`src/rtl/ofv_pkg.sv`:
```
// shared types and constants for the face-vertex token parser
`default_nettype none
package ofv_pkg;

  localparam int unsigned INDEX_BITS = 24;
  localparam int unsigned MAG_BITS   = INDEX_BITS + 1;
  localparam int unsigned COUNT_BITS = 25;
  localparam int unsigned ADDR_BITS  = 4;
  localparam int unsigned DATA_BITS  = 32;

  localparam logic [7:0] CHAR_SLASH = 8'h2F;
  localparam logic [7:0] CHAR_MINUS = 8'h2D;
  localparam logic [7:0] CHAR_ZERO  = 8'h30;
  localparam logic [7:0] CHAR_NINE  = 8'h39;
  localparam logic [3:0] RADIX      = 4'd10;

  localparam logic [1:0] REG_POS_COUNT = 2'd0;
  localparam logic [1:0] REG_TEX_COUNT = 2'd1;
  localparam logic [1:0] REG_NRM_COUNT = 2'd2;

  typedef enum logic [1:0] {
    FLD_POS,
    FLD_TEX,
    FLD_NRM
  } ofv_fld_e;

  typedef struct packed {
    logic [7:0] char_in;
    logic       token_end;
  } ofv_req_t;

  typedef struct packed {
    logic                  token_ok;
    logic [INDEX_BITS-1:0] position_index;
    logic                  texcoord_present;
    logic [INDEX_BITS-1:0] texcoord_index;
    logic                  normal_present;
    logic [INDEX_BITS-1:0] normal_index;
  } ofv_res_t;

  typedef struct packed {
    logic                ok;
    logic                neg;
    logic [MAG_BITS-1:0] mag;
  } ofv_field_t;

  typedef struct packed {
    ofv_field_t pos;
    ofv_field_t tex;
    ofv_field_t nrm;
  } ofv_tok_t;

  typedef struct packed {
    logic                  present;
    logic [INDEX_BITS-1:0] index;
  } ofv_idx_t;

endpackage
`default_nettype wire

```
`src/rtl/obj_face_vertex_token_parser_unit.sv`:
```
// top level: register port, token parser, index resolve and result register
// One character is taken per cycle, with no bubbles between tokens, unless the
// consumer stalls; the character that carries the end mark yields its result
// through a token register and a result register, each of which holds while
// the consumer stalls. The per-character step (multiply-by-ten accumulate with
// saturation) is the longest path and sets the one-item-per-cycle rate. The
// three count registers sit on an APB-style port at byte addresses 0, 4 and 8;
// the user must write them only while no token is in flight (not enforced).
`default_nettype none
module obj_face_vertex_token_parser_unit (
  input  wire logic                            clk_i,
  input  wire logic                            rst_ni,
  input  wire logic                            in_valid_i,
  output logic                                 in_ready_o,
  input  wire ofv_pkg::ofv_req_t               in_req_i,
  output logic                                 out_valid_o,
  input  wire logic                            out_ready_i,
  output ofv_pkg::ofv_res_t                    out_res_o,
  input  wire logic                            psel,
  input  wire logic                            penable,
  input  wire logic                            pwrite,
  input  wire logic [ofv_pkg::ADDR_BITS-1:0]   paddr,
  input  wire logic [ofv_pkg::DATA_BITS-1:0]   pwdata,
  output logic [ofv_pkg::DATA_BITS-1:0]        prdata,
  output logic                                 pready
);
  import ofv_pkg::*;

  logic [COUNT_BITS-1:0] pos_cnt_q;
  logic [COUNT_BITS-1:0] tex_cnt_q;
  logic [COUNT_BITS-1:0] nrm_cnt_q;
  logic                  cfg_wr;

  logic     accept;
  logic     mid_adv;
  logic     out_adv;
  logic     mid_valid_q;
  ofv_tok_t mid_q;
  ofv_tok_t tok;
  ofv_idx_t pos_idx;
  ofv_idx_t tex_idx;
  ofv_idx_t nrm_idx;
  ofv_res_t res_d;

  // register port
  assign pready = 1'b1;
  assign cfg_wr = psel && penable && pwrite && pready;

  always_ff @(posedge clk_i or negedge rst_ni) begin
    if (!rst_ni) begin
      pos_cnt_q <= '0;
      tex_cnt_q <= '0;
      nrm_cnt_q <= '0;
    end else if (cfg_wr) begin
      case (paddr[3:2])
        REG_POS_COUNT: pos_cnt_q <= pwdata[COUNT_BITS-1:0];
        REG_TEX_COUNT: tex_cnt_q <= pwdata[COUNT_BITS-1:0];
        REG_NRM_COUNT: nrm_cnt_q <= pwdata[COUNT_BITS-1:0];
        default: ;
      endcase
    end
  end

  always_comb begin
    case (paddr[3:2])
      REG_POS_COUNT: prdata = DATA_BITS'(pos_cnt_q);
      REG_TEX_COUNT: prdata = DATA_BITS'(tex_cnt_q);
      REG_NRM_COUNT: prdata = DATA_BITS'(nrm_cnt_q);
      default:       prdata = '0;
    endcase
  end

  // pipeline control
  assign out_adv    = !out_valid_o || out_ready_i;
  assign mid_adv    = !mid_valid_q || out_adv;
  assign in_ready_o = mid_adv;
  assign accept     = in_valid_i && in_ready_o;

  ofv_tok_parser u_parser (
    .clk_i    (clk_i),
    .rst_ni   (rst_ni),
    .accept_i (accept),
    .req_i    (in_req_i),
    .tok_o    (tok)
  );

  always_ff @(posedge clk_i or negedge rst_ni) begin
    if (!rst_ni) begin
      mid_valid_q <= 1'b0;
    end else if (accept && in_req_i.token_end) begin
      mid_valid_q <= 1'b1;
    end else if (out_adv) begin
      mid_valid_q <= 1'b0;
    end
  end

  always_ff @(posedge clk_i) begin
    if (accept && in_req_i.token_end) begin
      mid_q <= tok;
    end
  end

  ofv_resolve u_pos (
    .field_i (mid_q.pos),
    .count_i (pos_cnt_q),
    .idx_o   (pos_idx)
  );

  ofv_resolve u_tex (
    .field_i (mid_q.tex),
    .count_i (tex_cnt_q),
    .idx_o   (tex_idx)
  );

  ofv_resolve u_nrm (
    .field_i (mid_q.nrm),
    .count_i (nrm_cnt_q),
    .idx_o   (nrm_idx)
  );

  // texture and normal only count once the position field parsed
  always_comb begin
    res_d = '0;
    res_d.token_ok       = pos_idx.present;
    res_d.position_index = pos_idx.index;
    if (mid_q.pos.ok) begin
      res_d.texcoord_present = tex_idx.present;
      res_d.texcoord_index   = tex_idx.index;
      res_d.normal_present   = nrm_idx.present;
      res_d.normal_index     = nrm_idx.index;
    end
  end

  always_ff @(posedge clk_i or negedge rst_ni) begin
    if (!rst_ni) begin
      out_valid_o <= 1'b0;
    end else if (out_adv) begin
      out_valid_o <= mid_valid_q;
    end
  end

  always_ff @(posedge clk_i) begin
    if (out_adv && mid_valid_q) begin
      out_res_o <= res_d;
    end
  end

  a_tex_idx_zero: assert property (@(posedge clk_i) disable iff (!rst_ni)
    out_valid_o && !out_res_o.texcoord_present |-> out_res_o.texcoord_index == '0)
    else $error("texture index set without present flag");

  a_ready_when_empty: assert property (@(posedge clk_i) disable iff (!rst_ni)
    !out_valid_o |-> in_ready_o)
    else $error("input stalled with empty result register");

  a_drain: assert property (@(posedge clk_i) disable iff (!rst_ni)
    out_valid_o && out_ready_i && !mid_valid_q |=> !out_valid_o)
    else $error("result repeated after it was taken");

endmodule
`default_nettype wire

```
`src/rtl/ofv_tok_parser.sv`:
```
// per-character token state: sign, digit accumulation and field splitting
`default_nettype none
module ofv_tok_parser (
  input  wire logic              clk_i,
  input  wire logic              rst_ni,
  input  wire logic              accept_i,
  input  wire ofv_pkg::ofv_req_t req_i,
  output ofv_pkg::ofv_tok_t      tok_o
);
  import ofv_pkg::*;

  ofv_fld_e            fld_q, fld_d;
  logic [MAG_BITS-1:0] acc_q, acc_d;
  logic                neg_q, neg_d;
  logic                empty_q, empty_d;
  logic                bad_q, bad_d;
  ofv_field_t          first_q, first_d;
  ofv_field_t          second_q, second_d;

  logic                is_slash;
  logic                is_minus;
  logic                is_digit;
  logic [MAG_BITS+3:0] acc_mul;
  ofv_field_t          cur_pre;
  ofv_field_t          cur_post;

  assign is_slash = (req_i.char_in == CHAR_SLASH);
  assign is_minus = (req_i.char_in == CHAR_MINUS);
  assign is_digit = (req_i.char_in inside {[CHAR_ZERO:CHAR_NINE]});
  assign acc_mul  = ({4'd0, acc_q} * {{MAG_BITS{1'b0}}, RADIX})
                  + {{MAG_BITS{1'b0}}, req_i.char_in[3:0] - CHAR_ZERO[3:0]};

  assign cur_pre = '{ok: !empty_q && !bad_q, neg: neg_q, mag: acc_q};

  // field counter
  always_comb begin
    fld_d = fld_q;
    if (is_slash) begin
      case (fld_q)
        FLD_POS: fld_d = FLD_TEX;
        FLD_TEX: fld_d = FLD_NRM;
        default: fld_d = fld_q;
      endcase
    end
  end

  // field contents
  always_comb begin
    acc_d    = acc_q;
    neg_d    = neg_q;
    empty_d  = empty_q;
    bad_d    = bad_q;
    first_d  = first_q;
    second_d = second_q;
    if (is_slash && fld_q != FLD_NRM) begin
      if (fld_q == FLD_POS) begin
        first_d = cur_pre;
      end else begin
        second_d = cur_pre;
      end
      acc_d   = '0;
      neg_d   = 1'b0;
      empty_d = 1'b1;
      bad_d   = 1'b0;
    end else if (is_minus && empty_q) begin
      neg_d   = 1'b1;
      empty_d = 1'b0;
    end else if (is_digit) begin
      acc_d   = (|acc_mul[MAG_BITS+3:MAG_BITS]) ? '1 : acc_mul[MAG_BITS-1:0];
      empty_d = 1'b0;
    end else begin
      bad_d   = 1'b1;
      empty_d = 1'b0;
    end
  end

  assign cur_post = '{ok: !empty_d && !bad_d, neg: neg_d, mag: acc_d};

  // fields as they stand once this character is taken
  always_comb begin
    tok_o = '0;
    case (fld_d)
      FLD_POS: begin
        tok_o.pos = cur_post;
      end
      FLD_TEX: begin
        tok_o.pos = first_d;
        tok_o.tex = cur_post;
      end
      default: begin
        tok_o.pos = first_d;
        tok_o.tex = second_d;
        tok_o.nrm = cur_post;
      end
    endcase
  end

  always_ff @(posedge clk_i or negedge rst_ni) begin
    if (!rst_ni) begin
      fld_q    <= FLD_POS;
      acc_q    <= '0;
      neg_q    <= 1'b0;
      empty_q  <= 1'b1;
      bad_q    <= 1'b0;
      first_q  <= '0;
      second_q <= '0;
    end else if (accept_i) begin
      if (req_i.token_end) begin
        fld_q    <= FLD_POS;
        acc_q    <= '0;
        neg_q    <= 1'b0;
        empty_q  <= 1'b1;
        bad_q    <= 1'b0;
        first_q  <= '0;
        second_q <= '0;
      end else begin
        fld_q    <= fld_d;
        acc_q    <= acc_d;
        neg_q    <= neg_d;
        empty_q  <= empty_d;
        bad_q    <= bad_d;
        first_q  <= first_d;
        second_q <= second_d;
      end
    end
  end

endmodule
`default_nettype wire

```
`src/rtl/ofv_resolve.sv`:
```
// maps a signed one-based field value onto a zero-based index against a count
`default_nettype none
module ofv_resolve (
  input  wire ofv_pkg::ofv_field_t               field_i,
  input  wire logic [ofv_pkg::COUNT_BITS-1:0]    count_i,
  output ofv_pkg::ofv_idx_t                      idx_o
);
  import ofv_pkg::*;

  localparam logic [COUNT_BITS-1:0] CNT_MAX = COUNT_BITS'(1) << INDEX_BITS;

  logic [COUNT_BITS-1:0] cnt;
  logic [COUNT_BITS-1:0] mag;
  logic [COUNT_BITS-1:0] diff;
  logic                  in_range;

  assign cnt      = (count_i > CNT_MAX) ? CNT_MAX : count_i;
  assign mag      = COUNT_BITS'(field_i.mag);
  // positive: mag-1 < cnt; negative: cnt-mag >= 0
  assign in_range = field_i.ok && (mag != '0) && (mag <= cnt);
  assign diff     = field_i.neg ? (cnt - mag) : (mag - COUNT_BITS'(1));

  assign idx_o.present = in_range;
  assign idx_o.index   = in_range ? diff[INDEX_BITS-1:0] : '0;

endmodule
`default_nettype wire
```
`config.mk`:
```
export PLATFORM = sky130hd
export DESIGN_NAME = obj_face_vertex_token_parser_unit
export DESIGN_NICKNAME = d
export VERILOG_FILES = /design/src/rtl/ofv_pkg.sv /design/src/rtl/obj_face_vertex_token_parser_unit.sv /design/src/rtl/ofv_tok_parser.sv /design/src/rtl/ofv_resolve.sv
export SDC_FILE = /design/constraint.sdc
export NUM_CORES = 1
export LEC_CHECK = 0
export BUFFER_PORTS_ARGS = -buffer_cell sky130_fd_sc_hd__buf_4
export CAP_MARGIN = 40
export CORE_MARGIN = 2
export CORE_UTILIZATION = 60
export CTS_CLUSTER_SIZE = 24
export DETAILED_ROUTE_END_ITERATION = 16
export GPL_TIMING_DRIVEN = 0
export PLACE_DENSITY_LB_ADDON = 0.12
export SLEW_MARGIN = 20
export SYNTH_ARGS = -nofsm -noshare
export SYNTH_HDL_FRONTEND = slang
export SYNTH_SLANG_ARGS = --single-unit
```
`constraint.sdc`:
```
create_clock -name clk_i -period 7.55 [get_ports clk_i]
set_clock_uncertainty 0.2 [all_clocks]
set_input_delay 0 -clock clk_i [delete_from_list [all_inputs] [get_ports clk_i]]
set_output_delay 0 -clock clk_i [all_outputs]
set_load 0.05 [all_outputs]
```
==> out/results.txt <==
Root Driver = clkbuf_16
Final setup fails = 0
I/O pins = 162
Synth cell types = 85
Die Y-Extent = 201 um
Fin. max-slew vios = 0
HPWL Detailed = 58800 um
Initial antenna violation count = 4
Die width = 201 um
Cell taking the most area after synthesis = edfxtp_1
Critical Path RT = 7.53 ns
Vias per Instance = 6.27
# Max-Cap Violations = 0
First-pass GRT wire length = 116000 um
Layout cells sized above 1 = 0.115
Period utilization = 0.809
CTS sink count = 317
RSZ-0062 raised after global routing = no
Nets = 3097
CP Cell Sequence = ha_1, ha_1, fa_1, a211o_1, a2111oi_4, o31ai_2, a21oi_4, nor3b_1, a221oi_2, nor4_4, nand4b_4, a2111oi_4, buf_4, a21o_1, o21ai_0
Core ar. = 38500 sq um
H-tree levels = 2
Sw Pwr = 0.00217 W
WL/cell = 22.4 um
Mean Syn Cell Area = 8.94 sq um
Post-synth top cells = nand2_1, ha_1, nor2_1
Via count = 21255
Fmax = 0.164 GHz
Fin. Hold Viols = 0
Placed inst area = 25200 sq um
Seq pwr share = 0.374
DRC = 0
Clock buffer depth = 3
Hold Crit Class = input pin to register
Number of synthesized flops with an enable pin = 156
Seq cells post-synth = 317
Max-slew headroom = 0.391
Worst-path clk slew = 0.06 ns
Critical path peak fanout = 10
Worst Setup Start Kind = register
Die area = 40400 sq um
Post-CTS Resized = 0
Final ANT Viol Nets = 0
Async SR Flop Fraction = 0.508
CTS tree = built
Top-area cell type share of the netlist area = 0.201
Filler cells = 3051
XOR/XNOR share of the synthesized area = 0.0523
Area contributors post-synth = edfxtp_1, dfrtp_1, ha_1, nand2_1, o21ai_0
Slowest stage cell, crit path = a2111oi_4
Slowest cell delay on critical path = 0.62 ns
Status = completed
Vias in the first global route = 20109
Final WS setup = 1.44 ns
Placement Setup Slack = 1.64 ns
Cell area after synthesis = 23300 sq um
Top_reg_cell synth = dfrtp_1
Minimum clock period = 6.11 ns
Crit path buf inv count = 1
Clock insertion delay at the later pin of the skew report = 0.56 ns
Sw Ratio = 0.371
Part of the Yosys area used for sequential elements = 0.374
Post-synthesis mux area share = 0.0473
Critical Path End Type = register
P_int = 0.00368 W
Largest net degree at the start of global routing = 84
Compound-Gate Fraction of Synth Area = 0.191
Power share of the clock group = 0.294
Drt pass-1 iters = 6
Core Rows = 72
Setup TNS = 0 ns
Wirelength, routed = 76000 um
DRT iter0 DRCs = 2064
Leakage = 11.9 nW
VDD IR-drop max = 174 uV
Count leader, synth = nand2_1
Remaining Overflow, GRT = 0
Crit Path Class = register to register
Post-Synth Adder-Cell Area = 0.111
Global Route Usage Sum = 0.373
Gate Count Post-Synth = 2604
Design area = 26800 sq um
GPL Wtd Cong = 1.05
Area grow syn2layout = 15.0%
Starting Density = 0.606
Num CTS Buffers = 36
Slew @ Worst Pin = 0.914 ns
Largest family of logic cells by synthesized area = compound AO/OA/AOI/OAI gates
Area share of and/or/nand/nor cells after synthesis = 0.172
Worst path top cell family by delay = compound AO/OA/AOI/OAI gates
Port Buffer Count = 143
Synth warn = 0
Arrival time worst endpoint = 6.09 ns
Comb power frac = 0.332
Cell Pwr Density = 219 nW/um^2
final cells by class:
type                            instances  area (sq um)  area share
Tap cell                              518           648      0.0242
Multi-Input combinational cell       1989         13400       0.501
Clock inverter                         16          91.3     0.00341
Inverter                              177           664      0.0248
Antenna cell                            1          2.50   0.0000934
Timing Repair Buffer                  193          1660      0.0619
Sequential cell                       317          8710       0.325
Buffer                                127           523      0.0195
Clock buffer                           50          1060      0.0395
worst paths after layout:
kind	endpoint	slack, ns	cells after the start	startpoint
setup / recovery	mid_q[72]	1.44	15	u_parser.acc_q[3]
hold / removal	nrm_cnt_q[4]	0.04	3	pwdata[4]
setup reg to reg	mid_q[72]	1.44	15	u_parser.acc_q[3]
hold reg to reg	u_parser.first_q[12]	0.28	2	u_parser.first_q[12]
max in group asynchronous	u_parser.acc_q[0]	6.31	4	rst_ni
min in group asynchronous	u_parser.empty_q	0.38	3	rst_ni
cell usage in the layout, fill, tap and decap left out, types with 26 or more instances in the layout:
| master | netlist | final |
|---|---|---|
| o21a_1 | 35 | 35 |
| a21oi_1 | 132 | 132 |
| a22o_1 | 30 | 30 |
| nor2_1 | 181 | 180 |
| mux2i_1 | 28 | 28 |
| dlygate4sd3_1 | 0 | 40 |
| nand2_1 | 376 | 376 |
| nand4_1 | 28 | 28 |
| inv_1 | 174 | 174 |
| ha_1 | 199 | 199 |
| nand3_1 | 51 | 51 |
| clkbuf_16 | 0 | 39 |
| clkbuf_1 | 107 | 114 |
| a21boi_0 | 34 | 34 |
| and2_1 | 29 | 28 |
| xnor2_1 | 93 | 93 |
| mux2_2 | 73 | 73 |
| xor2_1 | 46 | 46 |
| edfxtp_1 | 156 | 156 |
| a211oi_1 | 55 | 55 |
| nor4_1 | 41 | 41 |
| dfrtp_1 | 160 | 160 |
| nor2b_1 | 26 | 26 |
| buf_4 | 10 | 152 |
| a21o_1 | 58 | 58 |
| o21ai_0 | 170 | 170 |
| nor3_1 | 45 | 45 |
flip-flops by register name (all words and copies together) (netlist names):
register           flops
pos_cnt_q             25
out_res_o             75
u_parser.acc_q        25
u_parser.fld_q         2
tex_cnt_q             25
out_valid_o            1
u_parser.empty_q       1
nrm_cnt_q             25
u_parser.neg_q         1
u_parser.first_q      27
u_parser.second_q     27
mid_q                 81
u_parser.bad_q         1
mid_valid_q            1
power by group through the flow:
stage	Sequential [W]	Combinational (W)	Clock (W)
3_3_place_gp	0.00221	0.00183	0
6_report	0.00219	0.00195	0.00172
5_1_grt	0.00220	0.00211	0.00180
3_5_place_dp	0.00221	0.00188	0
4_1_cts	0.00218	0.00191	0.00173
2_1_floorplan	0.00223	0.00126	0
cell families (layout without fill, tap and decap cells):
family,after synthesis,in the layout
XOR/XNOR,139,139
multiplexers,101,101
adder cells (fa/ha/maj),204,204
other,2,9
AO/OA/AOI/OAI,670,670
AND/OR/NAND/NOR,867,867
flip-flops,317,317
buffers and inverters,304,563
routing by layer:
layer  share of wire  track usage
met5         0.00033            0
met2            0.45        0.586
met3           0.086       0.0664
met1            0.41        0.500
met4           0.055        0.185
repair_timing:
action,in CTS,in global routing
buffers inserted,0,0
hold buffers,41,0
endpoints found under the hold margin,281,0
worst reg2reg max path, cell delays in order, from the launching register on:
cell and delay, ns:
dfrtp_1 0.56, ha_1 0.31, ha_1 0.25, fa_1 0.42, a211o_1 0.39, a2111oi_4 0.43, o31ai_2 0.23, a21oi_4 0.30
nor3b_1 0.27, a221oi_2 0.14, nor4_4 0.44, nand4b_4 0.15, a2111oi_4 0.62, buf_4 0.30, a21o_1 0.34, o21ai_0 0.37
metrics by stage:
stage	power, W	util	instances	hold slack [ns]
finish	0.00586	0.696	3388	0.0398
global route	0.00611	0.696	3387	0.0379
CTS	0.00582	0.696	3385	0.00900
detailed placement	0.00409	0.655	3278	-0.178
global placement	0.00404	0.651	3271	0.0491
floorplan	0.00349	-	2610	-0.496
Note: power is estimated with default switching activity, not from simulation.
